File: src/rtl/core/cbro_pkg.sv
`timescale 1ns / 1ps
// ----------------------------------------------------------------------------
// Camera basis package
// Shared constants, command codes, the accumulator control type and the
// arithmetic helpers of the camera basis block.
// ----------------------------------------------------------------------------
package cbro_pkg;

	localparam int FRAC_BITS    = 14;
	localparam int CORDIC_ITERS = 16;
	localparam int AXIS_W       = 16;
	localparam int POS_W        = 32;
	localparam int MAC_W        = 33;
	localparam int ACC_W        = 64;
	localparam int CORD_W       = 34;
	localparam int NRM_PRE      = 14;
	localparam int DIV_QB       = 17;
	localparam int DIV_NW       = MAC_W + FRAC_BITS + 1;
	localparam int DIV_CW       = (DIV_NW + 1 > MAC_W + DIV_QB) ? DIV_NW + 1 : MAC_W + DIV_QB;
	localparam int REG_COUNT    = 3;

	localparam logic signed [AXIS_W-1:0] AXIS_ONE =
		(FRAC_BITS >= 15) ? 16'sd32767 : AXIS_W'(1 << FRAC_BITS);
	localparam logic signed [CORD_W-1:0] CORDIC_K      = 34'sd652032874;
	localparam logic signed [CORD_W-1:0] DEG64_TO_Q30  = 34'sd292818;
	localparam logic signed [16:0]       FULL_TURN     = 17'sd23040;
	localparam logic signed [16:0]       HALF_TURN     = 17'sd11520;
	localparam logic signed [16:0]       QUARTER_TURN  = 17'sd5760;

	typedef enum logic [2:0] {
		CMD_LD_FWD = 3'd0,
		CMD_LD_RGT = 3'd1,
		CMD_LD_UP  = 3'd2,
		CMD_ROTATE = 3'd3,
		CMD_ORTHO  = 3'd4
	} cmd_t;

	typedef struct packed {
		logic en;
		logic clr;
		logic neg;
	} mac_ctl_t;

	function automatic logic signed [CORD_W-1:0] atan_q30(input logic [5:0] i);
		logic signed [CORD_W-1:0] r;
		r = '0;
		if (i < 6'd10) begin
			unique case (i)
				6'd0: r = 34'sd843314857;
				6'd1: r = 34'sd497837830;
				6'd2: r = 34'sd263043837;
				6'd3: r = 34'sd133525159;
				6'd4: r = 34'sd67021687;
				6'd5: r = 34'sd33543516;
				6'd6: r = 34'sd16775851;
				6'd7: r = 34'sd8388437;
				6'd8: r = 34'sd4194283;
				default: r = 34'sd2097149;
			endcase
		end else if (i <= 6'd30) begin
			r = CORD_W'(1) <<< (6'd30 - i);
		end
		return r;
	endfunction

	function automatic logic signed [AXIS_W-1:0] sat16(input logic signed [ACC_W-1:0] v);
		logic signed [AXIS_W-1:0] r;
		if (v > 64'sd32767) begin
			r = 16'sd32767;
		end else if (v < -64'sd32768) begin
			r = -16'sd32768;
		end else begin
			r = v[AXIS_W-1:0];
		end
		return r;
	endfunction

endpackage

File: src/rtl/core/cbro_mac.sv
`timescale 1ns / 1ps
// ----------------------------------------------------------------------------
// Shared multiply-accumulate unit
// One signed multiplier feeding a 64-bit wrapping accumulator that can be
// cleared, and the product negated, on each enabled cycle.
// ----------------------------------------------------------------------------
module cbro_mac import cbro_pkg::*; (
	input  logic                    clk,
	input  mac_ctl_t                ctl,
	input  logic signed [MAC_W-1:0] op_a,
	input  logic signed [MAC_W-1:0] op_b,
	output logic signed [ACC_W-1:0] acc
);

	logic signed [2*MAC_W-1:0] prod;
	logic signed [ACC_W-1:0]   term;
	logic signed [ACC_W-1:0]   acc_q;

	assign prod = op_a * op_b;
	assign term = ctl.neg ? -prod[ACC_W-1:0] : prod[ACC_W-1:0];
	assign acc  = acc_q;

	always_ff @(posedge clk) begin
		if (ctl.en) begin
			acc_q <= (ctl.clr ? '0 : acc_q) + term;
		end
	end

endmodule

File: config.mk
export PLATFORM = sky130hd
export DESIGN_NAME = cbro_mac
export DESIGN_NICKNAME = d
export VERILOG_FILES = /design/src/rtl/core/cbro_pkg.sv /design/src/rtl/core/cbro_mac.sv
export SDC_FILE = /design/constraint.sdc
export NUM_CORES = 2
export LEC_CHECK = 0
export ABC_CLOCK_PERIOD_IN_PS = 38400
export BUFFER_PORTS_ARGS = -buffer_cell sky130_fd_sc_hd__buf_4
export CAP_MARGIN = 5
export CELL_PAD_IN_SITES_DETAIL_PLACEMENT = 1
export CELL_PAD_IN_SITES_GLOBAL_PLACEMENT = 1
export CORE_MARGIN = 2
export CORE_UTILIZATION = 45
export CTS_CLUSTER_DIAMETER = 60
export DETAILED_ROUTE_END_ITERATION = 12
export HOLD_SLACK_MARGIN = 0.15
export PLACE_DENSITY_LB_ADDON = 0.1
export RECOVER_POWER = 100
export SYNTH_ARGS = -nofsm -noshare
export SYNTH_HDL_FRONTEND = slang
export SYNTH_SLANG_ARGS = --single-unit
export TNS_END_PERCENT = 30
File: constraint.sdc
create_clock -name clk -period 38.4 [get_ports clk]
set_input_delay 9.6 -clock clk [delete_from_list [all_inputs] [get_ports clk]]
set_output_delay 9.6 -clock clk [all_outputs]
set_load 0.05 [all_outputs]
==> results_dict.tcl <==
set metrics [dict create \
    synthToLayoutAreaGrowth_pct 3.67 \
    pin_count 134 \
    grt_usage 0.267 \
    r2r_cells 15 \
    synth_area_mm2 0.0461 \
    portBuffers 133 \
    hold_start "acc[0]" \
    largest_reg_flops 64 \
    start_kind "input port" \
    synth.distinct_cells 87 \
    holdBufCountCts 0 \
    cp_common_cell "fa_1" \
    grt_pass1_vias 38300 \
    htreeDepth 3 \
    violations "capacitance limit, slew limit" \
    dieHeight_um 324 \
    fin_skew_ps 16.0 \
    place_congestion 0.890 \
    grt_max_degree 65 \
    drive_gt1_frac 0.0242 \
    mostFrequentLayoutCell "fa_1" \
    fin_tns_setup_ps 0 \
    insertion_delay_ps 370 \
    ys_seq_elements 64 \
    cts_sinks 64 \
    endpoint_kind "register" \
    hold_class "reg2reg" \
    fp.dieArea_mm2 0.105 \
    min_to "acc[0]" \
    drv_slew 99 \
    finalHoldViolCount 0 \
    drt_iter0_markers 1532 \
    firstDrtPassIters 5 \
    cts_root_buffer "clkbuf_16" \
    synthArstFlopShare 0 \
    timing.rr.end "acc[62]" \
    cts_tree "done" \
    antenna_found_initial 0 \
    max_clock_freq_ghz 0.0450 \
    routed_wl_mm 135 \
    cts_buffers 9 \
    rsz0062_at_grt "false" \
    rows 117 \
    whs_path_depth 2 \
    yosysWarnings 0 \
    post-cts-setup-buffers 0 \
    start_util 0.453 \
    gr-total-overflow 0 \
    finalCriticalPeriod_ps 22200 \
    ant_nets 0 \
    critical_path_arrival_ps 22290 \
    diodes 0 \
    die_w_um 324 \
    nNetsFinal 6470 \
    ctsResizeCount 0 \
    path_clk_slew_ps 60 \
    core_area_mm2 0.102 \
    syn_avg_cell_area_um2 9.02 \
    crit_required_ps 38500 \
    slowest_delay_ps 1280 \
    crit_fanout 33 \
    drv_cap 2 \
    status "complete, but fails checks" \
    timing.slew.headroom -1.60 \
    synth_edf_count 64 \
    syn_nets 6583 \
    slowest_stage "clkbuf_1" \
    regToRegSetupSlack_ps 33590 \
    rr_startpoint "acc[0]" \
    tightest_slew_ps 3890 \
    grt_pass1_wl_mm 217 \
    fin_crit_sh 0.578 \
    netlist_instances 5111 \
    clk_path_buf_depth 2 \
    path_class "in2reg" \
    finalSetupViolations 0 \
    synth_flop_cell "edfxtp_1" \
    vias 33900 \
    routed_via_density 5.32 \
    layout_common_cells "fa_1 (1126), inv_1 (1101), nand2_1 (699)" \
    seq_area_frac_synth 0.0417 \
    drt-wirelength-per-cell_um 21.1 \
    drc 0 \
    place_hpwl_mm 113 \
]
per-layer routing:
metal,vias up,GRT usage,share of wire
li1,15100,-,-
met1,18200,0.328,0.40
met2,453,0.503,0.55
met3,175,0.0134,0.017
met4,0,0.0797,0.033
met5,-,0,0
Yosys cell counts, types with 7 or more instances:
cell type  number  area share
a2111oi_0       7      0.0013
a211o_1         7      0.0013
a211oi_1       22      0.0036
a21boi_0        7      0.0011
a21o_1         63       0.010
a21oi_1       127       0.014
a31oi_1        16      0.0022
and2_1        478       0.065
and3_1         15      0.0020
buf_6           7      0.0017
clkbuf_1      245       0.020
edfxtp_1       64       0.042
fa_1         1126        0.49
ha_1          276       0.075
inv_1        1101       0.090
nand2_1       699       0.057
nand2b_1       40      0.0054
nand3_1        43      0.0047
nand4_1        31      0.0042
nor2_1         96      0.0078
nor2b_1        96       0.013
nor3_1         28      0.0030
o211ai_1       14      0.0023
o21a_1         18      0.0029
o21ai_0        95       0.010
o21ai_1        11      0.0012
o21bai_1       22      0.0036
o31ai_1        22      0.0036
o31ai_2         7      0.0019
or2_2          11      0.0015
or3_1          17      0.0023
xnor2_1       136       0.026
xor2_1         41      0.0078
kinds of logic (layout without fill, tap and decap cells):
kind of cell / count (synthesis) / in the layout / share of synthesized area
adder cells (fa/ha/maj): 1402 / 1402 / 0.564
buffers and inverters: 1359 / 1250 / 0.112
AO/OA/AOI/OAI: 505 / 505 / 0.0732
AND/OR/NAND/NOR: 1596 / 1596 / 0.174
multiplexers: 7 / 7 / 0.00155
XOR/XNOR: 178 / 178 / 0.0341
flip-flops: 64 / 64 / 0.0417
how the worst max path moves through the flow:
| stage | from | end | slack (ps) | cells past startpoint |
|---|---|---|---|---|
| floorplan | op_b[0] | acc[63] | 17950 | 42 |
| global placement | op_a[19] | acc[62] | 16660 | 40 |
| detailed placement | op_a[19] | acc[62] | 16610 | 40 |
| CTS | op_a[19] | acc[62] | 16980 | 40 |
| global route | op_a[0] | acc[62] | 15430 | 37 |
| finish | op_a[0] | acc[62] | 16200 | 39 |
critical path, delay by kind of cell:
family / cells / cell delay [ps]
compound gates: 11 / 3380
xor+xnor: 1 / 110
mux: 2 / 440
fa+ha+maj: 10 / 4270
simple gates: 9 / 2890
buf+inv: 6 / 1540
final cells by class:
cell class	count	area, µm²
timing repair buffer	134	758
inverter	1101	4130
clock buffer	11	233
sequential	64	1920
clock inverter	4	46.3
tap	1368	1710
multi-input combinational	3688	39000
fill	11900	53900
per-stage QoR:
step | cell area, µm² | setup slack (ps) | utilization | hold slack, ps | std cells
global route | 47800 | 15430 | 0.470 | 786 | 6370
global placement | 47800 | 16660 | 0.470 | 706 | 6355
finish | 47800 | 16200 | 0.470 | 734 | 6370
floorplan | 46100 | 17950 | - | 1040 | 5111
CTS | 48100 | 16980 | 0.472 | 745 | 6370
detailed placement | 47800 | 16610 | 0.470 | 726 | 6355
Power is not shown: default switching activity piles up to over one toggle a cycle in this logic, so the estimate is an artifact.
